## config.mk

```make
export PLATFORM = sky130hd
export DESIGN_NAME = odd_column_sum_sort_order_unit
export DESIGN_NICKNAME = d
export VERILOG_FILES = /design/src/rtl/core/ocs_pkg.sv /design/src/rtl/core/odd_column_sum_sort_order_unit.sv /design/src/rtl/core/ocs_ram.sv /design/src/rtl/core/ocs_regs.sv /design/src/rtl/core/ocs_ctrl.sv
export SDC_FILE = /design/constraint.sdc
export NUM_CORES = 1
export LEC_CHECK = 0
export BUFFER_PORTS_ARGS = -buffer_cell sky130_fd_sc_hd__buf_4
export CAP_MARGIN = 15
export CORE_ASPECT_RATIO = 1.75
export CORE_MARGIN = 3
export CORE_UTILIZATION = 45
export DETAILED_ROUTE_END_ITERATION = 10
export GPL_TIMING_DRIVEN = 0
export PLACE_DENSITY_LB_ADDON = 0.12
export REMOVE_ABC_BUFFERS = 1
export SLEW_MARGIN = 20
export SYNTH_ARGS = -nofsm -noshare
export SYNTH_HDL_FRONTEND = slang
export SYNTH_SLANG_ARGS = --single-unit
```

## constraint.sdc

```tcl
create_clock -name clk -period 12.4 [get_ports clk]
set_clock_uncertainty 0.05 [all_clocks]
set_input_delay 1.24 -clock clk [delete_from_list [all_inputs] [get_ports clk]]
set_output_delay 1.24 -clock clk [all_outputs]
set_load 0.01 [all_outputs]
```

## src/rtl/core/ocs_pkg.sv

```systemverilog
// Shared types, constants and helpers for the odd column sum sorter.
// No dependencies; imported by every module of the block but ocs_ram.
`timescale 1ns / 1ps

package ocs_pkg;

    localparam int ELEM_W   = 16;   // element width
    localparam int SUM_W    = 22;   // column sum width
    localparam int POS_W    = 6;    // row / column position width
    localparam int CNT_W    = 7;    // configured count width
    localparam int SLOTS    = 32;   // odd column slots
    localparam int SLOT_W   = 5;    // slot index width
    localparam int MAX_ROWS = 64;
    localparam int MAX_COLS = 64;
    localparam int ADDR_W   = 3;    // APB address width
    localparam int DATA_W   = 32;   // APB data width

    localparam logic [CNT_W-1:0] ROWS_RST = CNT_W'(4);
    localparam logic [CNT_W-1:0] COLS_RST = CNT_W'(4);

    // register index, taken from paddr[2]
    localparam logic REG_ROWS = 1'b0;
    localparam logic REG_COLS = 1'b1;

    typedef struct packed {
        logic [CNT_W-1:0] row_count;
        logic [CNT_W-1:0] column_count;
    } cfg_t;

    typedef enum logic [2:0] {
        ST_LOAD,
        ST_SETTLE,
        ST_KEY,
        ST_SCAN,
        ST_RANK,
        ST_OUT_ORD,
        ST_OUT_SUM,
        ST_EMIT
    } state_t;

    function automatic logic [CNT_W-1:0] rows_eff(input logic [CNT_W-1:0] r);
        logic [CNT_W-1:0] v;
        priority if (r == '0)
            v = CNT_W'(1);
        else if (r > CNT_W'(MAX_ROWS))
            v = CNT_W'(MAX_ROWS);
        else
            v = r;
        return v;
    endfunction

    function automatic logic [CNT_W-1:0] cols_eff(input logic [CNT_W-1:0] c);
        logic [CNT_W-1:0] v;
        priority if (c < CNT_W'(2))
            v = CNT_W'(2);
        else if (c > CNT_W'(MAX_COLS))
            v = CNT_W'(MAX_COLS);
        else
            v = c;
        return v;
    endfunction

endpackage

```

## src/rtl/core/odd_column_sum_sort_order_unit.sv

```systemverilog
// Loading: one element per cycle; start is taken whenever busy is low.
// After the last element: a settle state, then ranking (one pass over the sum RAM
// per odd column, of which there are column_count/2), then the results in rank
// order, each strobed for one cycle; busy drops after the last.
// Reset (rst_n low, async): counts 4x4, positions cleared, column sums read as zero.
// Top level of the odd column sum sorter; depends on ocs_pkg, ocs_regs, ocs_ctrl.
`timescale 1ns / 1ps

module odd_column_sum_sort_order_unit
    import ocs_pkg::*;
(
    input  logic                     clk,
    input  logic                     rst_n,
    input  logic                     psel,
    input  logic                     penable,
    input  logic                     pwrite,
    input  logic [ADDR_W-1:0]        paddr,
    input  logic [DATA_W-1:0]        pwdata,
    output logic [DATA_W-1:0]        prdata,
    output logic                     pready,
    input  logic                     start,
    output logic                     busy,
    input  logic signed [ELEM_W-1:0] element,
    output logic                     result_strobe,
    output logic [POS_W-1:0]         destination,
    output logic [POS_W-1:0]         source_column,
    output logic signed [SUM_W-1:0]  column_sum,
    output logic                     last
);

    cfg_t cfg;

    ocs_regs u_regs (
        .clk     (clk),
        .rst_n   (rst_n),
        .psel    (psel),
        .penable (penable),
        .pwrite  (pwrite),
        .paddr   (paddr),
        .pwdata  (pwdata),
        .prdata  (prdata),
        .pready  (pready),
        .cfg     (cfg)
    );

    ocs_ctrl u_ctrl (
        .clk           (clk),
        .rst_n         (rst_n),
        .cfg           (cfg),
        .start         (start),
        .busy          (busy),
        .element       (element),
        .result_strobe (result_strobe),
        .destination   (destination),
        .source_column (source_column),
        .column_sum    (column_sum),
        .last          (last)
    );

endmodule

```

## src/rtl/core/ocs_ram.sv

```systemverilog
// Generic single-write, single-read RAM with registered read data.
// No dependencies.
`timescale 1ns / 1ps

module ocs_ram #(
    parameter int WIDTH = 8,
    parameter int DEPTH = 32
) (
    input  logic                     clk,
    input  logic                     we,
    input  logic [$clog2(DEPTH)-1:0] waddr,
    input  logic [WIDTH-1:0]         wdata,
    input  logic [$clog2(DEPTH)-1:0] raddr,
    output logic [WIDTH-1:0]         rdata
);

    logic [WIDTH-1:0] mem [DEPTH];

    always_ff @(posedge clk)
    begin
        if (we)
        begin
            mem[waddr] <= wdata;
        end
        rdata <= mem[raddr];
    end

endmodule

```

## src/rtl/core/ocs_regs.sv

```systemverilog
// APB configuration registers: row_count and column_count.
// Depends on ocs_pkg.
`timescale 1ns / 1ps

module ocs_regs
    import ocs_pkg::*;
(
    input  logic              clk,
    input  logic              rst_n,
    input  logic              psel,
    input  logic              penable,
    input  logic              pwrite,
    input  logic [ADDR_W-1:0] paddr,
    input  logic [DATA_W-1:0] pwdata,
    output logic [DATA_W-1:0] prdata,
    output logic              pready,
    output cfg_t              cfg
);

    logic [CNT_W-1:0] rows_reg, rows_next;
    logic [CNT_W-1:0] cols_reg, cols_next;
    logic             wr_en;

    assign pready = 1'b1;
    assign wr_en  = psel && penable && pwrite;

    // low address bits act as byte lanes and are ignored
    always_comb
    begin
        rows_next = rows_reg;
        cols_next = cols_reg;
        prdata    = '0;
        unique case (paddr[ADDR_W-1])
            REG_ROWS:
            begin
                prdata = DATA_W'(rows_reg);
                if (wr_en)
                begin
                    rows_next = pwdata[CNT_W-1:0];
                end
            end
            REG_COLS:
            begin
                prdata = DATA_W'(cols_reg);
                if (wr_en)
                begin
                    cols_next = pwdata[CNT_W-1:0];
                end
            end
            default:
            begin
                prdata = '0;
            end
        endcase
    end

    always_ff @(posedge clk or negedge rst_n)
    begin
        if (!rst_n)
        begin
            rows_reg <= ROWS_RST;
            cols_reg <= COLS_RST;
        end
        else
        begin
            rows_reg <= rows_next;
            cols_reg <= cols_next;
        end
    end

    assign cfg.row_count    = rows_reg;
    assign cfg.column_count = cols_reg;

endmodule

```

## src/rtl/core/ocs_ctrl.sv

```systemverilog
// Accumulate, rank and emit engine around the sum and order RAMs.
// Depends on ocs_pkg and ocs_ram.
`timescale 1ns / 1ps

module ocs_ctrl
    import ocs_pkg::*;
(
    input  logic                     clk,
    input  logic                     rst_n,
    input  cfg_t                     cfg,
    input  logic                     start,
    output logic                     busy,
    input  logic signed [ELEM_W-1:0] element,
    output logic                     result_strobe,
    output logic [POS_W-1:0]         destination,
    output logic [POS_W-1:0]         source_column,
    output logic signed [SUM_W-1:0]  column_sum,
    output logic                     last
);

    state_t state_reg, state_next;

    logic [CNT_W-1:0] rows;
    logic [CNT_W-1:0] cols;
    logic [SLOT_W:0]  n_slots;

    logic [POS_W-1:0] row_pos_reg, row_pos_next;
    logic [POS_W-1:0] col_pos_reg, col_pos_next;

    logic                     acc_vld_reg, acc_vld_next;
    logic [SLOT_W-1:0]        acc_slot_reg;
    logic signed [ELEM_W-1:0] acc_elem_reg;

    logic [SLOTS-1:0] valid_reg, valid_next;
    logic             rd_valid_reg;

    logic [SLOT_W-1:0]       i_reg, i_next;
    logic [SLOT_W:0]         j_reg, j_next;
    logic [SLOT_W-1:0]       cnt_reg, cnt_next;
    logic signed [SUM_W-1:0] key_reg, key_next;
    logic                    cmp_vld_reg, cmp_vld_next;
    logic [SLOT_W-1:0]       k_reg, k_next;
    logic [SLOT_W-1:0]       src_reg, src_next;

    logic                    strobe_reg, strobe_next;
    logic                    last_reg, last_next;
    logic [POS_W-1:0]        dest_reg;
    logic [POS_W-1:0]        srccol_reg;
    logic signed [SUM_W-1:0] sum_out_reg;

    logic [SLOT_W-1:0]       sum_raddr;
    logic [SUM_W-1:0]        sum_rdata;
    logic signed [SUM_W-1:0] rd_val;
    logic signed [SUM_W-1:0] acc_sum;
    logic [SLOT_W-1:0]       ord_rdata;
    logic                    ord_we;
    logic                    accept;
    logic                    emit;
    logic [SLOT_W:0]         cmp_idx;
    logic                    ranks_above;

    assign rows    = rows_eff(cfg.row_count);
    assign cols    = cols_eff(cfg.column_count);
    assign n_slots = cols[CNT_W-1:1];

    assign busy   = (state_reg != ST_LOAD) || strobe_reg;
    assign accept = start && !busy;

    // slots never written since the last run read as zero
    assign rd_val  = rd_valid_reg ? $signed(sum_rdata) : '0;
    assign acc_sum = rd_val + {{(SUM_W-ELEM_W){acc_elem_reg[ELEM_W-1]}}, acc_elem_reg};

    // stable descending: larger sum, or equal sum from a lower slot, ranks ahead
    assign cmp_idx     = j_reg - (SLOT_W+1)'(1);
    assign ranks_above = (rd_val > key_reg) ||
                         ((rd_val == key_reg) && (cmp_idx < {1'b0, i_reg}));

    assign ord_we = (state_reg == ST_RANK);

    always_comb
    begin
        unique case (state_reg)
            ST_LOAD:    sum_raddr = col_pos_reg[SLOT_W:1];
            ST_KEY:     sum_raddr = i_reg;
            ST_SCAN:    sum_raddr = j_reg[SLOT_W-1:0];
            ST_OUT_SUM: sum_raddr = ord_rdata;
            default:    sum_raddr = '0;
        endcase
    end

    ocs_ram #(
        .WIDTH (SUM_W),
        .DEPTH (SLOTS)
    ) u_sum_ram (
        .clk   (clk),
        .we    (acc_vld_reg),
        .waddr (acc_slot_reg),
        .wdata (acc_sum),
        .raddr (sum_raddr),
        .rdata (sum_rdata)
    );

    ocs_ram #(
        .WIDTH (SLOT_W),
        .DEPTH (SLOTS)
    ) u_ord_ram (
        .clk   (clk),
        .we    (ord_we),
        .waddr (cnt_reg),
        .wdata (i_reg),
        .raddr (k_reg),
        .rdata (ord_rdata)
    );

    always_comb
    begin
        state_next   = state_reg;
        row_pos_next = row_pos_reg;
        col_pos_next = col_pos_reg;
        acc_vld_next = 1'b0;
        valid_next   = valid_reg;
        i_next       = i_reg;
        j_next       = j_reg;
        cnt_next     = cnt_reg;
        key_next     = key_reg;
        cmp_vld_next = cmp_vld_reg;
        k_next       = k_reg;
        src_next     = src_reg;
        emit         = 1'b0;
        last_next    = 1'b0;

        if (acc_vld_reg)
        begin
            valid_next[acc_slot_reg] = 1'b1;
        end

        unique case (state_reg)
            ST_LOAD:
            begin
                if (accept)
                begin
                    acc_vld_next = col_pos_reg[0];
                    if ({1'b0, col_pos_reg} + CNT_W'(1) < cols)
                    begin
                        col_pos_next = col_pos_reg + POS_W'(1);
                    end
                    else
                    begin
                        col_pos_next = '0;
                        if ({1'b0, row_pos_reg} + CNT_W'(1) < rows)
                        begin
                            row_pos_next = row_pos_reg + POS_W'(1);
                        end
                        else
                        begin
                            row_pos_next = '0;
                            state_next   = ST_SETTLE;
                        end
                    end
                end
            end
            ST_SETTLE:
            begin
                // lets the final accumulate land before the sort reads
                i_next     = '0;
                state_next = ST_KEY;
            end
            ST_KEY:
            begin
                j_next       = '0;
                cnt_next     = '0;
                cmp_vld_next = 1'b0;
                state_next   = ST_SCAN;
            end
            ST_SCAN:
            begin
                if (!cmp_vld_reg)
                begin
                    key_next     = rd_val;
                    cmp_vld_next = 1'b1;
                end
                else if (ranks_above)
                begin
                    cnt_next = cnt_reg + SLOT_W'(1);
                end
                if (j_reg != n_slots)
                begin
                    j_next = j_reg + (SLOT_W+1)'(1);
                end
                else
                begin
                    state_next = ST_RANK;
                end
            end
            ST_RANK:
            begin
                if ({1'b0, i_reg} + (SLOT_W+1)'(1) == n_slots)
                begin
                    k_next     = '0;
                    state_next = ST_OUT_ORD;
                end
                else
                begin
                    i_next     = i_reg + SLOT_W'(1);
                    state_next = ST_KEY;
                end
            end
            ST_OUT_ORD:
            begin
                state_next = ST_OUT_SUM;
            end
            ST_OUT_SUM:
            begin
                src_next   = ord_rdata;
                state_next = ST_EMIT;
            end
            ST_EMIT:
            begin
                emit = 1'b1;
                if ({1'b0, k_reg} + (SLOT_W+1)'(1) == n_slots)
                begin
                    last_next  = 1'b1;
                    valid_next = '0;
                    state_next = ST_LOAD;
                end
                else
                begin
                    k_next     = k_reg + SLOT_W'(1);
                    state_next = ST_OUT_ORD;
                end
            end
            default:
            begin
                state_next = ST_LOAD;
            end
        endcase
    end

    assign strobe_next = emit;

    always_ff @(posedge clk or negedge rst_n)
    begin
        if (!rst_n)
        begin
            state_reg    <= ST_LOAD;
            row_pos_reg  <= '0;
            col_pos_reg  <= '0;
            acc_vld_reg  <= 1'b0;
            valid_reg    <= '0;
            rd_valid_reg <= 1'b0;
            i_reg        <= '0;
            j_reg        <= '0;
            cnt_reg      <= '0;
            cmp_vld_reg  <= 1'b0;
            k_reg        <= '0;
            strobe_reg   <= 1'b0;
            last_reg     <= 1'b0;
        end
        else
        begin
            state_reg    <= state_next;
            row_pos_reg  <= row_pos_next;
            col_pos_reg  <= col_pos_next;
            acc_vld_reg  <= acc_vld_next;
            valid_reg    <= valid_next;
            rd_valid_reg <= valid_reg[sum_raddr];
            i_reg        <= i_next;
            j_reg        <= j_next;
            cnt_reg      <= cnt_next;
            cmp_vld_reg  <= cmp_vld_next;
            k_reg        <= k_next;
            strobe_reg   <= strobe_next;
            last_reg     <= last_next;
        end
    end

    always_ff @(posedge clk)
    begin
        if (accept)
        begin
            acc_slot_reg <= col_pos_reg[SLOT_W:1];
            acc_elem_reg <= element;
        end
        key_reg <= key_next;
        src_reg <= src_next;
        if (emit)
        begin
            dest_reg    <= {k_reg, 1'b1};
            srccol_reg  <= {src_reg, 1'b1};
            sum_out_reg <= rd_val;
        end
    end

    assign result_strobe = strobe_reg;
    assign last          = last_reg;
    assign destination   = dest_reg;
    assign source_column = srccol_reg;
    assign column_sum    = sum_out_reg;

endmodule

```

==> run_results.csv <==
group,metric,value,unit
run_status,status,"finished clean",
yosys,synthFlopType,"edfxtp_1",
floorplanning,io_pins,127,
yosys,synth.yosys.warnings,0,
critical_path,worstSetupEndpointType,"flip-flop",
timing,final-hold-violation-count,0,
placed_design,hpwl,76.0,mm
critical_path,path_cells,"nand2_1 > inv_1 > ha_2 > inv_1 > fa_1 > nor2b_1 > o2111ai_1 > a21oi_1 > o2111ai_1 > a21o_1 > a31oi_1 > nor4_1 > a311o_2",
final_layout,syn2layout_area_growth,16.4,%
placed_design,place.gp.congestion,0.821,
floorplanning,die_h,423,um
floorplanning,core-area,98300,um2
timing,worst_pin_slew,1.06,ns
min_path,hold_start,"u_ctrl.src_reg[0]",
timing,whs,0.381,ns
timing,post-route-min-period,4.83,ns
floorplanning,die_x,244,um
clock_network,tritoncts,"built",
power,p_per_area,234,nW/um2
clock_network,cts_hold_buf,0,
clock_network,h-tree-depth,3,
flow_run,maxCapViolCount,0,
yosys,syn_inst,3356,
yosys,ys_ff_latch,1058,
critical_path,crit_family,"compound AO/OA/AOI/OAI gates",
critical_path,path_max_fanout,37,
timing,setup_viol,0,
grt,grt_pass1_vias,28428,
placed_design,place_area,48500,um2
clock_network,cts_root_buf,"clkbuf_16",
clock_network,cts_made_buffers,98,
clock_network,cts_setup_buffers,0,
detailed_routing,wl,117,mm
grt,grt_antenna_before_repair,0,
final_layout,drive_gt1_frac,0.155,
yosys,yosysSeqAreaShare,0.696,
min_path,min_path_type,"flip-flop to flip-flop",
clock_network,cts_num_sinks,1058,
grt,overflow,0,
yosys,syn_area,44600,um2
floorplanning,row_count,152,
critical_path,worstPathRequired,12.69,ns
detailed_routing,ant_nets,0,
power,ir_drop,0.145,mV
power,p_leak,18.3,nW
clock_network,post_cts_resized,0,
final_layout,largest_reg_flops,704,
clock_network,clk_latency,0.69,ns
critical_path,rr_startpoint,"u_ctrl.rd_valid_reg",
detailed_routing,dr.pass1.iters,6,
floorplanning,start_util,0.454,
detailed_routing,routedWlPerCell,24.2,um
yosys,synth_cell_types,79,
placed_design,io_buffers,71,
floorplanning,die_area,103000,um2
critical_path,startpoint,"u_ctrl.rd_valid_reg",
yosys,synthArstFlopShare,0.0822,
critical_path,start_kind,"flip-flop",
clock_network,clk_pin_slew,0.07,ns
timing,slew_viol_final,0,
detailed_routing,vias,27952,
final_layout,mostFrequentLayoutCell,"edfxtp_1",
clock_network,cts_buffer_depth,3,
critical_path,crit_type,"flip-flop to flip-flop",
placed_design,place_ws,7.20,ns
timing,fmax,0.207,GHz
detailed_routing,avgViaCountPerCell,5.78,
yosys,synth_edf_count,944,
critical_path,cp_slowest_stage_delay,0.79,ns
critical_path,cp_slowest_cell,"dfrtp_2",
final_layout,nets,3560,
timing,fin_ws,7.57,ns
critical_path,crit_buf_inv,2,
yosys,avgSynthCellArea,13.3,um2
final_layout,final_cell_mix,"944 x edfxtp_1, 709 x nand2_1, 215 x nand3_1",
timing,fin_setup_tns,0,ns
power,power,12.2,mW
timing,timing.final.crit_share,0.389,
grt,grt_max_degree,88,
timing,slew_headroom,0.292,
timing,rsz0062_at_grt,"false",
final_layout,final_area,52000,um2
detailed_routing,drc_errors,0,
grt,grt_use_total,0.226,
critical_path,cp.arrival,5.12,ns
detailed_routing,drtIter0Drc,2214,
grt,grt_first_pass_wirelength,176,mm
## cells by family after synthesis
family,count (synthesis),share of synthesized area
and+or+nand+nor,1253,0.121
DFF,1058,0.696
AOI/OAI and AO/OA,498,0.0852
buffers and inverters,340,0.0348
muxes,83,0.0334
adders and majority gates,65,0.0183
xor gates and xnor gates,57,0.0112
other,2,0.000168
## per-stage QoR
step	instances	utilization
6_report	4835	0.528
5_1_grt	4834	0.528
4_1_cts	4833	0.528
3_5_place_dp	4648	0.493
3_3_place_gp	4523	0.465
2_1_floorplan	3143	-
## where the power goes
part           internal [mW]  switching, mW  leakage, nW
sequential              4.65          0.247         9.89
clock                   1.87           1.33         1.68
combinational           1.50           2.56         6.69
## metal layers
metal,GRT usage,part of all wire,routed length (um)
met4,0.0933,0.042,4870
met3,0.0278,0.045,5220
met1,0.268,0.38,44300
met2,0.412,0.53,62400
met5,0,0,0
## layout make-up
type                    count  area [um2]
multi-input cells        1984       12600
inverters                 101         379
diodes                      1        2.50
flip-flops and latches   1058       31100
fillers                  8015       46400
clock inverters            61         796
clock buffers             124        2630
well taps                1309        1640
repair buffers            197        2790
## path summary, 6_finish.rpt
kind,endpoint,slack [ns],cells after the start
max,u_ctrl.u_sum_ram.mem[0][20],7.57,13
min reg2reg,u_ctrl.source_column[1],0.38,0
max reg2reg,u_ctrl.u_sum_ram.mem[0][20],7.57,13
max in group asynchronous,u_ctrl.k_reg[0],11.00,1
min,u_ctrl.source_column[1],0.38,0
min in group asynchronous,u_regs.cols_reg[6],0.59,1
## synthesized netlist by cell type, drive strengths merged, types with 24 or more instances
master | count | area [um2]
buf | 122 | 736
a22o | 33 | 289
o21ai | 35 | 179
nor2 | 176 | 668
a31oi | 102 | 638
mux2 | 27 | 304
xor2 | 26 | 228
nand2 | 709 | 2660
and3 | 51 | 319
dfrtp | 85 | 2130
dfxtp | 27 | 541
xnor2 | 31 | 272
a311oi | 92 | 806
a221oi | 24 | 317
edfxtp | 944 | 28300
and2 | 25 | 156
mux4 | 50 | 1130
a211oi | 99 | 743
a21oi | 36 | 184
nand3 | 215 | 1080
inv | 99 | 372
clkbuf | 117 | 439
ha | 62 | 776
## worst register-to-register path, cell delays in order (launching register included)
cell and delay [ns]:
dfrtp_2 0.79, nand2_1 0.29, inv_1 0.19, ha_2 0.22
inv_1 0.06, fa_1 0.43, nor2b_1 0.33, o2111ai_1 0.18
a21oi_1 0.26, o2111ai_1 0.32, a21o_1 0.28, a31oi_1 0.38
nor4_1 0.10, a311o_2 0.60
No activity file was read; power rests on OpenSTA's default activity.
